--- src/hdl/gds_pkg.sv ---
// Shared widths, codes, the queued job record and calendar helper functions.
`timescale 1ns / 1ps
`default_nettype none

package gds_pkg;

    // Field widths of the request and response.
    localparam int AMOUNT_BITS = 12;
    localparam int KIND_W      = 2;
    localparam int DAY_W       = 5;
    localparam int MONTH_W     = 4;
    localparam int YEAR_W      = 14;

    // A week request becomes seven times as many day steps.
    localparam int STEP_W      = AMOUNT_BITS + 3;

    // Year limits and month numbers.
    localparam logic [YEAR_W-1:0]  YEAR_MIN  = YEAR_W'(1);
    localparam logic [YEAR_W-1:0]  YEAR_MAX  = YEAR_W'(9999);
    localparam logic [MONTH_W-1:0] MONTH_JAN = MONTH_W'(1);
    localparam logic [MONTH_W-1:0] MONTH_FEB = MONTH_W'(2);
    localparam logic [MONTH_W-1:0] MONTH_DEC = MONTH_W'(12);
    localparam logic [DAY_W-1:0]   DAY_FIRST = DAY_W'(1);
    localparam logic [DAY_W-1:0]   DAY_LONG  = DAY_W'(31);
    localparam logic [DAY_W-1:0]   DAY_SHORT = DAY_W'(30);
    localparam logic [DAY_W-1:0]   DAY_LEAP  = DAY_W'(29);
    localparam logic [DAY_W-1:0]   DAY_FEB   = DAY_W'(28);

    // Year remainder counters kept beside the year for the leap rule.
    localparam int R4_W   = 2;
    localparam int R100_W = 7;
    localparam int R400_W = 9;
    localparam logic [R4_W-1:0]   R4_TOP   = R4_W'(3);
    localparam logic [R100_W-1:0] R100_TOP = R100_W'(99);
    localparam logic [R400_W-1:0] R400_TOP = R400_W'(399);

    // Year / 400 through a reciprocal: floor(y * 5243 / 2^21) is exact below 16384.
    localparam int PROD_W      = 27;
    localparam int RECIP_400   = 5243;
    localparam int RECIP_SHIFT = 21;
    localparam int Q400_W      = 5;

    // Unit codes of a request.
    typedef enum logic [KIND_W-1:0] {
        KIND_DAYS   = 2'd0,
        KIND_WEEKS  = 2'd1,
        KIND_MONTHS = 2'd2,
        KIND_NONE   = 2'd3
    } t_kind;

    // Back end stepper states.
    typedef enum logic {
        ST_IDLE,
        ST_RUN
    } t_back_state;

    // One classified request, ready for the stepper.
    typedef struct packed {
        logic                  months;
        logic [STEP_W-1:0]     steps;
        logic [DAY_W-1:0]      day;
        logic [MONTH_W-1:0]    month;
        logic [YEAR_W-1:0]     year;
        logic [R4_W-1:0]       r4;
        logic [R100_W-1:0]     r100;
        logic [R400_W-1:0]     r400;
    } t_job;

    // Queue between the front and the back end.
    localparam int QUEUE_DEPTH = 2;
    localparam int QPTR_W      = 1;
    localparam int QCNT_W      = 2;

    // Leap rule from the year's remainders by 4, 100 and 400.
    function automatic logic f_leap(
        input logic [R4_W-1:0]   r4,
        input logic [R100_W-1:0] r100,
        input logic [R400_W-1:0] r400
    );
        f_leap = (r400 == '0) || ((r4 == '0) && (r100 != '0));
    endfunction

    // Length of a month; February follows the leap flag.
    function automatic logic [DAY_W-1:0] f_month_len(
        input logic [MONTH_W-1:0] month,
        input logic               leap
    );
        logic [DAY_W-1:0] len;
        unique case (month) inside
            MONTH_W'(4), MONTH_W'(6), MONTH_W'(9), MONTH_W'(11): len = DAY_SHORT;
            MONTH_FEB: len = leap ? DAY_LEAP : DAY_FEB;
            default:   len = DAY_LONG;
        endcase
        f_month_len = len;
    endfunction

endpackage

`default_nettype wire

--- src/hdl/gds_if.sv ---
// Request and response channel interfaces with valid/ready handshakes.
`timescale 1ns / 1ps
`default_nettype none

interface gds_in_if
    import gds_pkg::*;
();
    logic                   valid;
    logic                   ready;
    logic [KIND_W-1:0]      kind;
    logic [AMOUNT_BITS-1:0] amount;
    logic [DAY_W-1:0]       start_day;
    logic [MONTH_W-1:0]     start_month;
    logic [YEAR_W-1:0]      start_year;

    modport source (
        output valid, kind, amount, start_day, start_month, start_year,
        input  ready
    );
    modport sink (
        input  valid, kind, amount, start_day, start_month, start_year,
        output ready
    );
endinterface

interface gds_out_if
    import gds_pkg::*;
();
    logic               valid;
    logic               ready;
    logic [DAY_W-1:0]   result_day;
    logic [MONTH_W-1:0] result_month;
    logic [YEAR_W-1:0]  result_year;
    logic               underflow;

    modport source (
        output valid, result_day, result_month, result_year, underflow,
        input  ready
    );
    modport sink (
        input  valid, result_day, result_month, result_year, underflow,
        output ready
    );
endinterface

`default_nettype wire

--- src/hdl/gds_front.sv ---
// Front end: accepts a request, normalizes the date and classifies the unit into a job.
`timescale 1ns / 1ps
`default_nettype none

module gds_front
    import gds_pkg::*;
(
    input  wire logic  i_clk,
    input  wire logic  i_rst_n,
    gds_in_if.sink     i_req,
    output t_job       o_job,
    output logic       o_job_vld,
    input  wire logic  i_job_rdy
);

    logic                   r_vld;
    logic                   r_months;
    logic [STEP_W-1:0]      r_steps;
    logic [DAY_W-1:0]       r_day;
    logic [MONTH_W-1:0]     r_month;
    logic [YEAR_W-1:0]      r_year;
    logic [Q400_W-1:0]      r_q400;

    logic                   accept;
    logic [MONTH_W-1:0]     month_n;
    logic [YEAR_W-1:0]      year_n;
    logic [DAY_W-1:0]       day_n;
    logic [STEP_W-1:0]      steps_n;
    logic [PROD_W-1:0]      prod;

    logic [YEAR_W-1:0]      q_times;
    logic [R400_W-1:0]      r400;
    logic [R100_W-1:0]      r100;
    logic                   leap;
    logic [DAY_W-1:0]       len;

    // The holding stage frees as soon as the queue takes its job.
    assign accept      = i_req.valid && i_req.ready;
    assign i_req.ready = !r_vld || i_job_rdy;

    // Clamp month and year into range, lift a zero day, and count the steps.
    always_comb begin
        month_n = i_req.start_month;
        if (i_req.start_month < MONTH_JAN) begin
            month_n = MONTH_JAN;
        end else if (i_req.start_month > MONTH_DEC) begin
            month_n = MONTH_DEC;
        end
        year_n = i_req.start_year;
        if (i_req.start_year < YEAR_MIN) begin
            year_n = YEAR_MIN;
        end else if (i_req.start_year > YEAR_MAX) begin
            year_n = YEAR_MAX;
        end
        day_n = (i_req.start_day < DAY_FIRST) ? DAY_FIRST : i_req.start_day;
        unique case (t_kind'(i_req.kind))
            KIND_DAYS:   steps_n = STEP_W'(i_req.amount);
            KIND_WEEKS:  steps_n = (STEP_W'(i_req.amount) << 3) - STEP_W'(i_req.amount);
            KIND_MONTHS: steps_n = STEP_W'(i_req.amount);
            default:     steps_n = '0;
        endcase
        prod = PROD_W'(year_n) * PROD_W'(RECIP_400);
    end

    // Holding stage control.
    always_ff @(posedge i_clk) begin
        if (!i_rst_n) begin
            r_vld <= 1'b0;
        end else if (accept) begin
            r_vld <= 1'b1;
        end else if (i_job_rdy) begin
            r_vld <= 1'b0;
        end
    end

    // Holding stage payload, with the year quotient by 400 already formed.
    always_ff @(posedge i_clk) begin
        if (accept) begin
            r_months <= (t_kind'(i_req.kind) == KIND_MONTHS);
            r_steps  <= steps_n;
            r_day    <= day_n;
            r_month  <= month_n;
            r_year   <= year_n;
            r_q400   <= prod[RECIP_SHIFT +: Q400_W];
        end
    end

    // Remainders of the year, the leap flag and the upper day clamp.
    always_comb begin
        q_times = YEAR_W'(r_q400) * YEAR_W'(400);
        r400    = R400_W'(r_year - q_times);
        if (r400 >= R400_W'(300)) begin
            r100 = R100_W'(r400 - R400_W'(300));
        end else if (r400 >= R400_W'(200)) begin
            r100 = R100_W'(r400 - R400_W'(200));
        end else if (r400 >= R400_W'(100)) begin
            r100 = R100_W'(r400 - R400_W'(100));
        end else begin
            r100 = R100_W'(r400);
        end
        leap = f_leap(r_year[R4_W-1:0], r100, r400);
        len  = f_month_len(r_month, leap);

        o_job.months = r_months;
        o_job.steps  = r_steps;
        o_job.day    = (r_day > len) ? len : r_day;
        o_job.month  = r_month;
        o_job.year   = r_year;
        o_job.r4     = r_year[R4_W-1:0];
        o_job.r100   = r100;
        o_job.r400   = r400;
    end

    assign o_job_vld = r_vld;

endmodule

`default_nettype wire

--- src/hdl/gds_queue.sv ---
// Two-entry job queue between the front end and the stepper.
`timescale 1ns / 1ps
`default_nettype none

module gds_queue
    import gds_pkg::*;
(
    input  wire logic  i_clk,
    input  wire logic  i_rst_n,
    input  wire logic  i_push_vld,
    output logic       o_push_rdy,
    input  wire t_job  i_push_job,
    output logic       o_pop_vld,
    input  wire logic  i_pop_rdy,
    output t_job       o_pop_job
);

    t_job               r_mem [QUEUE_DEPTH];
    logic [QPTR_W-1:0]  r_wr_ptr;
    logic [QPTR_W-1:0]  r_rd_ptr;
    logic [QCNT_W-1:0]  r_count;

    logic push;
    logic pop;

    assign o_push_rdy = (r_count != QCNT_W'(QUEUE_DEPTH));
    assign o_pop_vld  = (r_count != '0);
    assign push       = i_push_vld && o_push_rdy;
    assign pop        = o_pop_vld && i_pop_rdy;
    assign o_pop_job  = r_mem[r_rd_ptr];

    // Pointers and fill count.
    always_ff @(posedge i_clk) begin
        if (!i_rst_n) begin
            r_wr_ptr <= '0;
            r_rd_ptr <= '0;
            r_count  <= '0;
        end else begin
            if (push) begin
                r_wr_ptr <= r_wr_ptr + 1'b1;
            end
            if (pop) begin
                r_rd_ptr <= r_rd_ptr + 1'b1;
            end
            if (push && !pop) begin
                r_count <= r_count + 1'b1;
            end else if (pop && !push) begin
                r_count <= r_count - 1'b1;
            end
        end
    end

    // Entry storage.
    always_ff @(posedge i_clk) begin
        if (push) begin
            r_mem[r_wr_ptr] <= i_push_job;
        end
    end

endmodule

`default_nettype wire

--- src/hdl/gds_back.sv ---
// Back end: steps the date back one day or one month per cycle and holds the response.
`timescale 1ns / 1ps
`default_nettype none

module gds_back
    import gds_pkg::*;
(
    input  wire logic  i_clk,
    input  wire logic  i_rst_n,
    input  wire logic  i_job_vld,
    output logic       o_job_rdy,
    input  wire t_job  i_job,
    gds_out_if.source  o_rsp
);

    t_back_state         r_state;
    t_back_state         n_state;

    logic                r_months;
    logic [STEP_W-1:0]   r_left;
    logic [DAY_W-1:0]    r_day;
    logic [MONTH_W-1:0]  r_month;
    logic [YEAR_W-1:0]   r_year;
    logic [R4_W-1:0]     r_r4;
    logic [R100_W-1:0]   r_r100;
    logic [R400_W-1:0]   r_r400;
    logic                r_uflow;

    logic [DAY_W-1:0]    n_day;
    logic [MONTH_W-1:0]  n_month;
    logic [YEAR_W-1:0]   n_year;
    logic [R4_W-1:0]     n_r4;
    logic [R100_W-1:0]   n_r100;
    logic [R400_W-1:0]   n_r400;
    logic                n_uflow;

    logic                r_o_vld;
    logic [DAY_W-1:0]    r_o_day;
    logic [MONTH_W-1:0]  r_o_month;
    logic [YEAR_W-1:0]   r_o_year;
    logic                r_o_uflow;

    logic                out_free;
    logic                done;
    logic                load;
    logic                step;
    logic                finish;

    logic                leap;
    logic [MONTH_W-1:0]  month_prev;
    logic [DAY_W-1:0]    len_prev;

    assign out_free = !r_o_vld || o_rsp.ready;
    assign done     = (r_left == '0) || r_uflow;

    // Next state.
    always_comb begin
        n_state = r_state;
        unique case (r_state)
            ST_IDLE: begin
                if (i_job_vld) begin
                    n_state = ST_RUN;
                end
            end
            ST_RUN: begin
                if (done && out_free) begin
                    n_state = ST_IDLE;
                end
            end
            default: n_state = ST_IDLE;
        endcase
    end

    // State outputs.
    always_comb begin
        load   = 1'b0;
        step   = 1'b0;
        finish = 1'b0;
        unique case (r_state)
            ST_IDLE: load = i_job_vld;
            ST_RUN: begin
                step   = !done;
                finish = done && out_free;
            end
            default: ;
        endcase
    end

    assign o_job_rdy = load;

    // One step back: a day or a month, with year wrap and underflow to 1/1/1.
    always_comb begin
        leap       = f_leap(r_r4, r_r100, r_r400);
        month_prev = r_month - 1'b1;
        len_prev   = f_month_len(month_prev, leap);

        n_day   = r_day;
        n_month = r_month;
        n_year  = r_year;
        n_r4    = r_r4;
        n_r100  = r_r100;
        n_r400  = r_r400;
        n_uflow = r_uflow;

        if (!r_months && (r_day > DAY_FIRST)) begin
            n_day = r_day - 1'b1;
        end else if (r_month > MONTH_JAN) begin
            n_month = month_prev;
            if (!r_months || (r_day > len_prev)) begin
                n_day = len_prev;
            end
        end else if (r_year > YEAR_MIN) begin
            n_year  = r_year - 1'b1;
            n_month = MONTH_DEC;
            if (!r_months) begin
                n_day = DAY_LONG;
            end
            n_r4   = (r_r4 == '0) ? R4_TOP : r_r4 - 1'b1;
            n_r100 = (r_r100 == '0) ? R100_TOP : r_r100 - 1'b1;
            n_r400 = (r_r400 == '0) ? R400_TOP : r_r400 - 1'b1;
        end else begin
            n_day   = DAY_FIRST;
            n_month = MONTH_JAN;
            n_year  = YEAR_MIN;
            n_uflow = 1'b1;
        end
    end

    // State and response valid.
    always_ff @(posedge i_clk) begin
        if (!i_rst_n) begin
            r_state <= ST_IDLE;
            r_o_vld <= 1'b0;
        end else begin
            r_state <= n_state;
            if (finish) begin
                r_o_vld <= 1'b1;
            end else if (o_rsp.ready) begin
                r_o_vld <= 1'b0;
            end
        end
    end

    // Working date and step count.
    always_ff @(posedge i_clk) begin
        if (load) begin
            r_months <= i_job.months;
            r_left   <= i_job.steps;
            r_day    <= i_job.day;
            r_month  <= i_job.month;
            r_year   <= i_job.year;
            r_r4     <= i_job.r4;
            r_r100   <= i_job.r100;
            r_r400   <= i_job.r400;
            r_uflow  <= 1'b0;
        end else if (step) begin
            r_left   <= r_left - 1'b1;
            r_day    <= n_day;
            r_month  <= n_month;
            r_year   <= n_year;
            r_r4     <= n_r4;
            r_r100   <= n_r100;
            r_r400   <= n_r400;
            r_uflow  <= n_uflow;
        end
    end

    // Response payload.
    always_ff @(posedge i_clk) begin
        if (finish) begin
            r_o_day   <= r_day;
            r_o_month <= r_month;
            r_o_year  <= r_year;
            r_o_uflow <= r_uflow;
        end
    end

    assign o_rsp.valid        = r_o_vld;
    assign o_rsp.result_day   = r_o_day;
    assign o_rsp.result_month = r_o_month;
    assign o_rsp.result_year  = r_o_year;
    assign o_rsp.underflow    = r_o_uflow;

endmodule

`default_nettype wire

--- src/hdl/gregorian_date_subtractor_top.sv ---
// Top level of the date subtractor: front end, job queue and stepper.
//
//   Channel   Direction   Handshake        Carries
//   i_req     in          valid / ready    kind, amount, start date
//   o_rsp     out         valid / ready    result date, underflow
//
// A request passes through the front end's holding register and a queue entry; the
// stepper then loads it and steps back one day (amount, or amount * 7 for weeks) or one
// month per cycle before it finishes; the single-step stepper sets the rate.
// An underflow ends the stepping at once. Reset is synchronous and active low;
// it empties the queue and the stepper. Either side may stall: the queue and the
// response register let the front keep accepting while a result waits.
`timescale 1ns / 1ps
`default_nettype none

module gregorian_date_subtractor_top
    import gds_pkg::*;
(
    input  wire logic  i_clk,
    input  wire logic  i_rst_n,
    gds_in_if.sink     i_req,
    gds_out_if.source  o_rsp
);

    t_job  front_job;
    logic  front_vld;
    logic  front_rdy;
    t_job  queue_job;
    logic  queue_vld;
    logic  queue_rdy;

    gds_front u_front (
        .i_clk     (i_clk),
        .i_rst_n   (i_rst_n),
        .i_req     (i_req),
        .o_job     (front_job),
        .o_job_vld (front_vld),
        .i_job_rdy (front_rdy)
    );

    gds_queue u_queue (
        .i_clk      (i_clk),
        .i_rst_n    (i_rst_n),
        .i_push_vld (front_vld),
        .o_push_rdy (front_rdy),
        .i_push_job (front_job),
        .o_pop_vld  (queue_vld),
        .i_pop_rdy  (queue_rdy),
        .o_pop_job  (queue_job)
    );

    gds_back u_back (
        .i_clk     (i_clk),
        .i_rst_n   (i_rst_n),
        .i_job_vld (queue_vld),
        .o_job_rdy (queue_rdy),
        .i_job     (queue_job),
        .o_rsp     (o_rsp)
    );

endmodule

`default_nettype wire

--- src/flat_wrapper.sv ---
// flat-port wrapper written by rule: the top's interface ports become plain ports
module gregorian_date_subtractor_top_flat import gds_pkg::*;
  (i_clk, i_rst_n, i_req_valid, i_req_kind, i_req_amount, i_req_start_day, i_req_start_month, i_req_start_year, i_req_ready, o_rsp_valid, o_rsp_result_day, o_rsp_result_month, o_rsp_result_year, o_rsp_underflow, o_rsp_ready);
  gds_in_if i_req_i ();
  gds_out_if o_rsp_i ();
  input  wire logic i_clk;
  input  wire logic i_rst_n;
  input wire logic [$bits(i_req_i.valid)-1:0] i_req_valid;
  input wire logic [$bits(i_req_i.kind)-1:0] i_req_kind;
  input wire logic [$bits(i_req_i.amount)-1:0] i_req_amount;
  input wire logic [$bits(i_req_i.start_day)-1:0] i_req_start_day;
  input wire logic [$bits(i_req_i.start_month)-1:0] i_req_start_month;
  input wire logic [$bits(i_req_i.start_year)-1:0] i_req_start_year;
  output wire logic [$bits(i_req_i.ready)-1:0] i_req_ready;
  output wire logic [$bits(o_rsp_i.valid)-1:0] o_rsp_valid;
  output wire logic [$bits(o_rsp_i.result_day)-1:0] o_rsp_result_day;
  output wire logic [$bits(o_rsp_i.result_month)-1:0] o_rsp_result_month;
  output wire logic [$bits(o_rsp_i.result_year)-1:0] o_rsp_result_year;
  output wire logic [$bits(o_rsp_i.underflow)-1:0] o_rsp_underflow;
  input wire logic [$bits(o_rsp_i.ready)-1:0] o_rsp_ready;
  assign i_req_i.valid = i_req_valid;
  assign i_req_i.kind = i_req_kind;
  assign i_req_i.amount = i_req_amount;
  assign i_req_i.start_day = i_req_start_day;
  assign i_req_i.start_month = i_req_start_month;
  assign i_req_i.start_year = i_req_start_year;
  assign i_req_ready = i_req_i.ready;
  assign o_rsp_valid = o_rsp_i.valid;
  assign o_rsp_result_day = o_rsp_i.result_day;
  assign o_rsp_result_month = o_rsp_i.result_month;
  assign o_rsp_result_year = o_rsp_i.result_year;
  assign o_rsp_underflow = o_rsp_i.underflow;
  assign o_rsp_i.ready = o_rsp_ready;
  gregorian_date_subtractor_top u_core (.i_clk(i_clk), .i_rst_n(i_rst_n), .i_req(i_req_i), .o_rsp(o_rsp_i));
endmodule
--- config.mk ---
export PLATFORM = sky130hd
export DESIGN_NAME = gregorian_date_subtractor_top_flat
export DESIGN_NICKNAME = d
export VERILOG_FILES = /design/src/hdl/gds_pkg.sv /design/src/hdl/gds_if.sv /design/src/hdl/gds_front.sv /design/src/hdl/gds_queue.sv /design/src/hdl/gds_back.sv /design/src/hdl/gregorian_date_subtractor_top.sv /design/src/flat_wrapper.sv
export SDC_FILE = /design/constraint.sdc
export NUM_CORES = 1
export LEC_CHECK = 0
export ABC_AREA = 1
export ABC_CLOCK_PERIOD_IN_PS = 6650
export BUFFER_PORTS_ARGS = -buffer_cell sky130_fd_sc_hd__clkbuf_2
export CAP_MARGIN = 20
export CORE_MARGIN = 10
export CORE_UTILIZATION = 63
export CTS_BUF_LIST = sky130_fd_sc_hd__clkbuf_4 sky130_fd_sc_hd__clkbuf_8 sky130_fd_sc_hd__clkbuf_16
export DETAILED_ROUTE_END_ITERATION = 10
export PLACE_DENSITY = 0.81
export SLEW_MARGIN = 10
export SYNTH_ARGS = -nofsm -noshare
export SYNTH_HDL_FRONTEND = slang
export SYNTH_SLANG_ARGS = --single-unit
--- constraint.sdc ---
create_clock -name i_clk -period 6.65 [get_ports i_clk]
set_input_delay 0.3325 -clock i_clk [delete_from_list [all_inputs] [get_ports i_clk]]
set_output_delay 0.3325 -clock i_clk [all_outputs]
set_load 0.01 [all_outputs]
After elaboration in Yosys (flattened, before gate mapping)

Memories as Yosys holds them, arrays and structs flattened. A register that Yosys moved wholly into a read port is not among the register bits.
Cells that the tools add are included.

Register bits: 133
RAM bits: 114
Input bits: 41
Output and inout port bits: 26
Logic and storage cells: 189
Memories kept: 1

$add $sub $neg: 16
Multipliers: 2
Magnitude comparators: 13
Equality and inequality tests: 17
Muxes and demuxes: 65
Bitwise gates (word level): 4
Reduce and logical (&&, ||, !) cells: 45

Memories:

| memory               | depth | bits a word | rd ports | clocked after Yosys merged registers in | wr ports | RTL line        | source |
|---|---|---|---|---|---|---|---|
| u_core.u_queue.r_mem | 2     | 57          | 1        | 1                                       | 1        | gds_queue.sv:18 | `t_job r_mem [QUEUE_DEPTH];` |

Operator list:

| cell                     | number |
|---|---|
| $mux W14                 | 7 |
| $mux W7                  | 9 |
| $mux W9                  | 6 |
| $mux W5                  | 8 |
| $mux W15                 | 2 |
| $pmux W15 S2             | 1 |
| $mul A14 B13 Y26 const B | 1 |
| $mux W4                  | 6 |
| $logic_not A9 Y1         | 2 |
| $eq A4 B3 Y1 const B     | 4 |
| $eq A4 B4 Y1 const B     | 4 |
| $mux W2                  | 8 |
| $logic_not A15 Y1        | 1 |
| $mux W1                  | 15 |
| $sub A15 B1 Y15 const B  | 1 |
| $sub A15 B12 Y15         | 1 |
| $gt A14 B1 Y1 const B    | 1 |
| $gt A14 B14 Y1 const B   | 1 |
| $lt A14 B1 Y1 const B    | 1 |
| $reduce_bool A7 Y1       | 2 |
| $sub A14 B1 Y14 const B  | 1 |
| $sub A7 B7 Y7 const B    | 2 |
| $reduce_bool A2 Y1       | 6 |
| $gt A5 B5 Y1             | 2 |
| 38 further kinds         | 70 |

Depth between registers and ports, before layout

Gate-level depths: netlist of run 1.

Depth in word-level cells: 13
Gate-level depth with buffers: 27
Depth with buffers taken out: 27

Modules after synthesis

A second synthesis of run 1 with hierarchy kept.

Cells, all modules: 1513
Area total of the unflattened synthesis: 15691.3 um^2

By module, submodules not included:

| module    | times used | cells each | area each (um^2) | sequential area each (um^2) |
|---|---|---|---|---|
| gds_front | 1          | 774        | 6540.0           | 1341.3 |
| gds_back  | 1          | 525        | 4678.2           | 2492.4 |
| gds_queue | 1          | 214        | 4473.0           | 3523.4 |

Worst setup path after synthesis of run 1

Ideal clock, no wire load.

Path kind: input to register
Start point: input i_req_start_year[6]
End point: register u_core.u_front.r_q400[4] (data pin)
Setup time: 260 ps
Arrival time: 4919 ps
Required time: 6390 ps
Path slack: 1471 ps
Stages on the path: 22
Path buffers: 0
Cell sequence: nor2_1 > nand3_1 > nand3_2 > inv_1 > nor2_1 > fa_1 > ha_1 > inv_1 > fa_1 > inv_1 > fa_1 > inv_1 > fa_1 > inv_1 > ha_1 > nand2_1 > nor4_1 > nand3_1 > nand3_1 > nand4_1 > nand2_1 > xor2_1

Longest elaborated chain between the ends: 4
Elaborated cells on any way between the ends: 5
Those cells by class: 1 x mul; 2 x order compare; 2 x mux

Ends and longest elaborated chain:

| item                                | RTL line           | source |
|---|---|---|
| from (decl)                         | flat_wrapper.sv:13 | `input wire logic [$bits(i_req_i.start_year)-1:0] i_req_start_year;` |
| $gt A14 B14 Y1                      | gds_front.sv:52    | `end else if (i_req.start_year > YEAR_MAX) begin` |
| $mux W14                            | gds_front.sv:52    |  |
| $mux W14 (*)                        | gds_front.sv:50    | `if (i_req.start_year < YEAR_MIN) begin` |
| named net u_core.u_front.year_n[11] | gds_front.sv:26    | `logic [YEAR_W-1:0] year_n;` |
| $mul A14 B13 Y26 (*)                | gds_front.sv:62    | `prod = PROD_W'(year_n) * PROD_W'(RECIP_400);` |
| named net u_core.u_front.prod[25]   | gds_front.sv:29    | `logic [PROD_W-1:0] prod;` |
| to (signal assigned)                | gds_front.sv:84    | `r_q400 <= prod[RECIP_SHIFT +: Q400_W];` |
| to (decl)                           | gds_front.sv:22    | `logic [Q400_W-1:0] r_q400;` |

Mark *: on every way through the listed nets, which the timed path passes. The rest lies on a longest branch.
A chain may end at the register's enable or synchronous reset.

Final worst setup path of run 1

Start point: input i_req_start_year[7]
End point: register u_core.u_front.r_q400[4] (data pin)

The elaborated chain is that of the path after synthesis.

==> run_results.csv, run 1 <==
group,metric,value,unit
global_route,track_usage,20.7,%
route,firstDrtPassIters,6,
power,ir_drop,0.380,mV
route,vias_per_cell,5.59,
setup_path,critPathRequiredTime,6910,ps
setup_path,worstPathArrival,5720,ps
floorplanning,core,22700,um2
place,pre_cts_ws,708,ps
timing,fin_tns_setup,0,ps
power,power_density,468,nW/um2
yosys,synthTopCellsByCount,"inv_1, nand2_1, edfxtp_1",
route,drtIter0Drc,961,
setup_path,critPathLaunchType,"input port",
route,drt.antenna.violating_nets,0,
floorplanning,dieArea,29600,um2
floorplanning,rows,55,
cells_and_area,drive_gt1_share,10.0,%
yosys,ys_ff_latch,232,
job,cap_violations,0,
power,total_power,7.54,mW
floorplanning,die_h,172,um
place,dp_hpwl,22800,um
cells_and_area,num-fill-cells,1650,
global_route,grt_start_max_net_pins,51,
timing,worst_pin_slew,886,ps
power,leakage,7.20,nW
floorplanning,start_util,64.2,%
yosys,synth_area_per_cell,10.0,um2
global_route,antenna_found_initial,0,
place,routabilityCongestion,0.919,
yosys,synth.distinct_cells,52,
yosys,netlist_instances,1459,
yosys,syn_nets,1695,
timing,setup_viol,0,
timing,worst_hold_slack,15.6,ps
timing,finClkSkew,16.1,ps
timing,period_share,82.1,%
clocking,cts_buffers,25,
yosys,ys_top_cells_by_area,"edfxtp_1, ha_1, fa_1",
timing,finalHoldViolCount,0,
place,io_buffers,66,
clocking,cts_tree,"yes",
clocking,cts_setup_buffers,0,
route,wl,29700,um
timing,period_minus_slack,5460,ps
yosys,synth_area,14600,um2
yosys,synth.most_common_cell,"inv_1",
global_route,grt_pass1_vias,10400,
yosys,synth_edf_count,223,
timing,fmax,0.183,GHz
yosys,ys_seq_area_share,47.1,%
clocking,htree_levels,1,
global_route,grt_overflow_total,0,
global_route,grt_first_pass_wirelength,50200,um
floorplanning,ios,67,
timing,timing.final.ws_setup,1190,ps
yosys,yosysTopAreaCellShare,45.9,%
yosys,ys.flop_type,"edfxtp_1",
floorplanning,die_width,172,um
route,vias,10300,
setup_path,cp_max_fo,9,
cells_and_area,nets,1768,
cells_and_area,n_antenna_cell,0,
clocking,clock-sinks,232,
route,routedWlPerCell,16.2,um
setup_path,criticalPathCategory,"input port to register",
min_path,hold_class,"input port to register",
outcome,outcome,"complete, no violations",
yosys,synth_top_cell_by_area,"edfxtp_1",
timing,rsz0062_at_grt,"no",
timing,relSlewSlack,40.7,%
yosys,ys_warn_count,0,
clocking,cts-root-buf,"clkbuf_16",
route,drcViolationCount,0,
yosys,async_flop_share,0,%
clocking,cts_buffer_depth,3,
setup_path,cp-end-kind,"register",
cells_and_area,syn2layout_area_growth,10.4,%
clocking,cts.clk_slew.worst_paths,60,ps
timing,slew_violations,0,
clocking,clk_latency,520,ps
cells by family (layout without fill, tap and decap cells):
kind of cell,Yosys count,in the layout,share of synthesized area [%]
flops,232,232,47.1
compound gates,200,200,8.37
buf+inv,291,382,7.50
xor+xnor,42,42,2.52
fa+ha+maj,195,195,19.8
simple gates,499,499,14.7
area by class of cell:
| class | count | area [um2] | share of cell area [%] |
|---|---|---|---|
| Multi-Input combinational cell | 936 | 6640 | 41.3 |
| Tap cell | 285 | 357 | 2.21 |
| Clock inverter | 16 | 178 | 1.10 |
| Clock buffer | 29 | 656 | 4.07 |
| Sequential cell | 232 | 6880 | 42.7 |
| Inverter | 259 | 972 | 6.04 |
| Timing Repair Buffer | 78 | 423 | 2.63 |
report_power, final:
group | switching [mW] | leakage, nW | internal (mW) | total, mW
clock network | 0.536 | 0.418 | 0.858 | 1.39
logic | 2.44 | 4.63 | 1.30 | 3.74
registers | 0.224 | 2.16 | 2.19 | 2.41
metal layers:
metal	up-vias	global-route usage (%)	part of all wire, %
met1	4838	26.8	43
li1	5048	-	-
met2	317	36.1	49
met5	-	0	0
met3	48	2.64	6.0
met4	0	5.58	2.1
metrics by stage:
step           cells  area [um2]  utilization [%]
2_1_floorplan   1459       14600                -
3_5_place_dp    1789       15300             67.2
4_1_cts         1835       16100             70.9
6_report        1835       16100             70.9
5_1_grt         1835       16100             70.9
3_3_place_gp    1789       15300             67.2
sequential cells by signal (all words and copies together) (netlist names), 2 cells and up, named ones only:
| name | count |
|---|---|
| u_core.u_queue.r_mem | 98 |
| u_core.u_back.r_left | 15 |
| u_core.u_front.r_steps | 15 |
| u_core.u_back.o_rsp.result_year | 14 |
| u_core.u_back.r_year | 14 |
| u_core.u_front.r_year | 14 |
| u_core.u_back.r_r400 | 9 |
| u_core.u_back.r_r100 | 7 |
| u_core.u_back.o_rsp.result_day | 5 |
| u_core.u_back.r_day | 5 |
| u_core.u_front.r_day | 5 |
| u_core.u_front.r_q400 | 5 |
| u_core.u_back.o_rsp.result_month | 4 |
| u_core.u_back.r_month | 4 |
| u_core.u_front.r_month | 4 |
| u_core.u_back.r_r4 | 2 |
| u_core.u_queue.r_count | 2 |
worst paths after layout:
kind / slack [ps] / endpoint / cells past startpoint / start
min reg2reg: 440 / u_core.u_queue.r_mem[1][53]$_DFFE_PP_ / 0 / u_core.u_front.r_steps[12]$_DFFE_PP_
max reg2reg: 2730 / u_core.u_queue.r_mem[1][37]$_DFFE_PP_ / 22 / u_core.u_front.r_q400[0]$_DFFE_PP_
max: 1190 / u_core.u_front.r_q400[4]$_DFFE_PP_ / 23 / i_req_start_year[7]
min: 20 / u_core.u_front.r_day[1]$_SDFFCE_PN0P_ / 1 / i_req_start_day[1]
cells in the final DEF, fill, tap and decap left out, types with 11 or more instances in the layout:
cell       Yosys  layout
fa_1          60      60
buf_4          0      11
nand3_1       43      43
nor3_1        18      18
edfxtp_1     223     223
clkbuf_16      0      25
a31oi_1       12      12
nand2_1      251     251
xor2_1        22      22
clkbuf_2       0      66
nor2_1       131     129
ha_1         135     135
nand2_2       11      11
inv_1        256     255
xnor2_1       20      20
o21ai_0       59      58
a21oi_1       60      59
nand4_1       11      11
worst max-delay path, stage by stage:
cell	delay [ps]
clkbuf_2	120
nor2_1	150
nand3_1	150
nand3_2	210
inv_1	180
nor2_1	710
fa_1	560
ha_1	290
inv_1	40
fa_1	480
inv_1	60
fa_1	530
inv_1	60
fa_1	530
inv_1	50
ha_1	300
nand2_1	80
nor4_1	340
nand3_1	130
nand3_1	170
nand4_1	100
nand2_1	80
xor2_1	60
repair_timing:
| item | CTS | global route |
|---|---|---|
| gates resized for setup | 0 | 0 |
| hold buffers | 1 | 0 |
| hold endpoints to repair | 1 | 0 |
Note: power is estimated with default switching activity, not from simulation.
==> run 2: changes to the inputs <==
--- a/config.mk
+++ b/config.mk
@@ -6,14 +6,14 @@
 export NUM_CORES = 1
 export LEC_CHECK = 0
 export ABC_AREA = 1
-export ABC_CLOCK_PERIOD_IN_PS = 6650
+export ABC_CLOCK_PERIOD_IN_PS = 4900
 export BUFFER_PORTS_ARGS = -buffer_cell sky130_fd_sc_hd__clkbuf_2
 export CAP_MARGIN = 20
 export CORE_MARGIN = 10
-export CORE_UTILIZATION = 63
+export CORE_UTILIZATION = 57
 export CTS_BUF_LIST = sky130_fd_sc_hd__clkbuf_4 sky130_fd_sc_hd__clkbuf_8 sky130_fd_sc_hd__clkbuf_16
 export DETAILED_ROUTE_END_ITERATION = 10
-export PLACE_DENSITY = 0.81
+export PLACE_DENSITY = 0.78
 export SLEW_MARGIN = 10
 export SYNTH_ARGS = -nofsm -noshare
 export SYNTH_HDL_FRONTEND = slang
==> constraint.sdc (replaced) <==
create_clock -name i_clk -period 4.9 [get_ports i_clk]
set_input_delay 0.245 -clock i_clk [delete_from_list [all_inputs] [get_ports i_clk]]
set_output_delay 0.245 -clock i_clk [all_outputs]
set_load 0.01 [all_outputs]
==> run 2 against run 1 <==
Compared with the run above:
- utilization decreased by 3.8 points
- global-route usage decreased by 2.1 points
- sequential share of layout area shrank 2.0 points
- cell count rose by 7.1%
- die area increased by 9.3%
- clock power up 30%
- highest routed layer unchanged
==> run_results.csv, run 2 (same netlist as run 1, synthesis figures left out) <==
group,metric,value,unit
setup_path,r2r_slack,1000,ps
global_route,grt_start_max_net_pins,51,
timing,period_share,95.0,%
cells_and_area,syn2layout_area_growth,15.8,%
global_route,antenna_found_initial,0,
setup_path,reg2reg_to,"u_core.u_queue.r_mem[0][37]$_DFFE_PP_",
clocking,clk_latency,520,ps
cells_and_area,top_register,"u_core.u_queue.r_mem",
clocking,clock-sinks,232,
min_path,hold_class,"input port to register",
route,drcViolationCount,0,
outcome,outcome,"complete, no violations",
setup_path,critPathRequiredTime,5150,ps
route,vias_per_cell,5.39,
clocking,cts.clk_slew.worst_paths,60,ps
job,cap_violations,0,
power,ir_drop,0.336,mV
setup_path,critPathLaunchType,"input port",
cells_and_area,drive_gt1_share,15.2,%
timing,fmax,0.215,GHz
place,dp_hpwl,23600,um
floorplanning,die_h,180,um
cells_and_area,final_cell_mix,"inv_1, nand2_1, edfxtp_1",
power,leakage,7.60,nW
cells_and_area,nets,1856,
global_route,grt_first_pass_wirelength,51400,um
cells_and_area,stdcell_count,1966,
global_route,grt_pass1_vias,10900,
setup_path,r2r_start,"u_core.u_front.r_q400[0]$_DFFE_PP_",
timing,setup_viol,0,
setup_path,criticalPathCategory,"input port to register",
floorplanning,dieArea,32400,um2
cells_and_area,final_common_cell,"inv_1",
timing,finClkSkew,22.7,ps
setup_path,cp_max_fo,7,
cells_and_area,n_antenna_cell,0,
place,dp.cells,1916,
timing,finalHoldViolCount,0,
min_path,holdCritStartpoint,"o_rsp_ready",
route,drtIter0Drc,609,
cells_and_area,reg_top3,"u_core.u_queue.r_mem: 98 flops, u_core.u_back.r_left: 15 flops, u_core.u_front.r_steps: 15 flops",
min_path,holdPathStages,4,
setup_path,cp-end-kind,"register",
place,io_buffers,66,
global_route,track_usage,18.6,%
floorplanning,die_width,180,um
floorplanning,ios,67,
cells_and_area,final_cell_area,16900,um2
power,total_power,10.6,mW
floorplanning,rows,58,
timing,worst_hold_slack,29.0,ps
setup_path,worstPathArrival,4910,ps
clocking,cts-root-buf,"clkbuf_16",
clocking,cts_buffer_depth,3,
route,firstDrtPassIters,5,
power,power_density,629,nW/um2
timing,relSlewSlack,34.8,%
clocking,cts_tree,"yes",
clocking,htree_levels,1,
clocking,cts_setup_buffers,0,
place,place_area,15900,um2
timing,slew_violations,0,
timing,worst_pin_slew,977,ps
route,drt.antenna.violating_nets,0,
route,wl,30800,um
route,vias,10600,
timing,period_minus_slack,4660,ps
cells_and_area,largest_reg_flops,98,
floorplanning,core,25200,um2
setup_path,reg2reg_depth,23,
place,routabilityCongestion,0.940,
min_path,min_to,"u_core.u_back.o_rsp.valid$_SDFFE_PN0P_",
global_route,grt_overflow_total,0,
cells_and_area,post-route-util,67.1,%
floorplanning,start_util,57.9,%
route,routedWlPerCell,15.7,um
clocking,cts_buffers,23,
## run 2: changes by cell type in the layout (fill, tap and decap cells not counted), sizes merged
cell / before / now
clkbuf: 95 / 91
dlygate4sd3: 1 / 9
buf: 11 / 93
clkinv: 13 / 10
clkinvlp: 0 / 2
inv: 258 / 259
## run 2: final cells by class
class | count | area, um2
clock inverter | 16 | 201
fill | 1834 | 8290
timing repair buffer | 168 | 1120
tap | 330 | 413
sequential | 232 | 6880
multi-input combinational | 936 | 6720
clock buffer | 25 | 591
inverter | 259 | 975
## run 2: worst max-delay path by stage
| stage | slack (ps) | cells after the start | endpoint | from |
|---|---|---|---|---|
| 3_5_place_dp | -360 | 21 | u_core.u_front.r_q400[3]$_DFFE_PP_ | i_req_start_year[8] |
| 2_1_floorplan | 20 | 22 | u_core.u_front.r_q400[4]$_DFFE_PP_ | i_req_start_year[6] |
| 4_1_cts | 160 | 21 | u_core.u_front.r_q400[3]$_DFFE_PP_ | i_req_start_year[8] |
| 5_1_grt | -90 | 22 | u_core.u_front.r_q400[4]$_DFFE_PP_ | i_req_start_year[9] |
| 3_3_place_gp | -200 | 25 | u_core.u_front.r_q400[4]$_DFFE_PP_ | i_req_start_year[8] |
| 6_report | 240 | 22 | u_core.u_front.r_q400[3]$_DFFE_PP_ | i_req_start_year[9] |
## run 2: timing repair
| action | CTS | global route |
|---|---|---|
| resized for setup | 0 | 17 |
| setup endpoints to repair | 0 | 5 |
| hold buffers | 9 | 0 |
| endpoints found under the hold margin | 9 | 0 |
## run 2: metal layers
metal / share of wire, % / GRT usage [%]
met1: 43 / 23.1
met2: 51 / 33.1
met3: 4.3 / 2.41
met4: 2.0 / 5.39
met5: 0 / 0
## run 2: per-stage QoR
step,setup slack [ps],TNS [ps]
after CTS,164,0
after floorplan,21.9,0
final,245,0
after global placement,-200,-726
after global routing,-87.0,-125
after detailed placement,-364,-1450
## run 2: report_power, final
group	leakage (nW)	total (mW)	switching (mW)	internal, mW
Combinational	5.06	5.55	3.43	2.12
Clock	0.383	1.81	0.716	1.09
Sequential	2.16	3.27	0.303	2.97
Total	7.60	10.6	4.45	6.17
## run 2: worst max-delay path, cell delays in order
cell      delay, ps
clkbuf_2         90
inv_1            60
o31ai_2         270
nand3_2         160
inv_4           110
buf_4           140
nor2_1           40
buf_4           150
ha_1            330
ha_1            320
inv_1            60
fa_1            470
fa_1            530
fa_1            550
inv_1            40
ha_1            330
a21oi_1         200
o21ai_0         120
a221oi_2        290
nand2_1         100
a41oi_2         200
xnor2_1          90
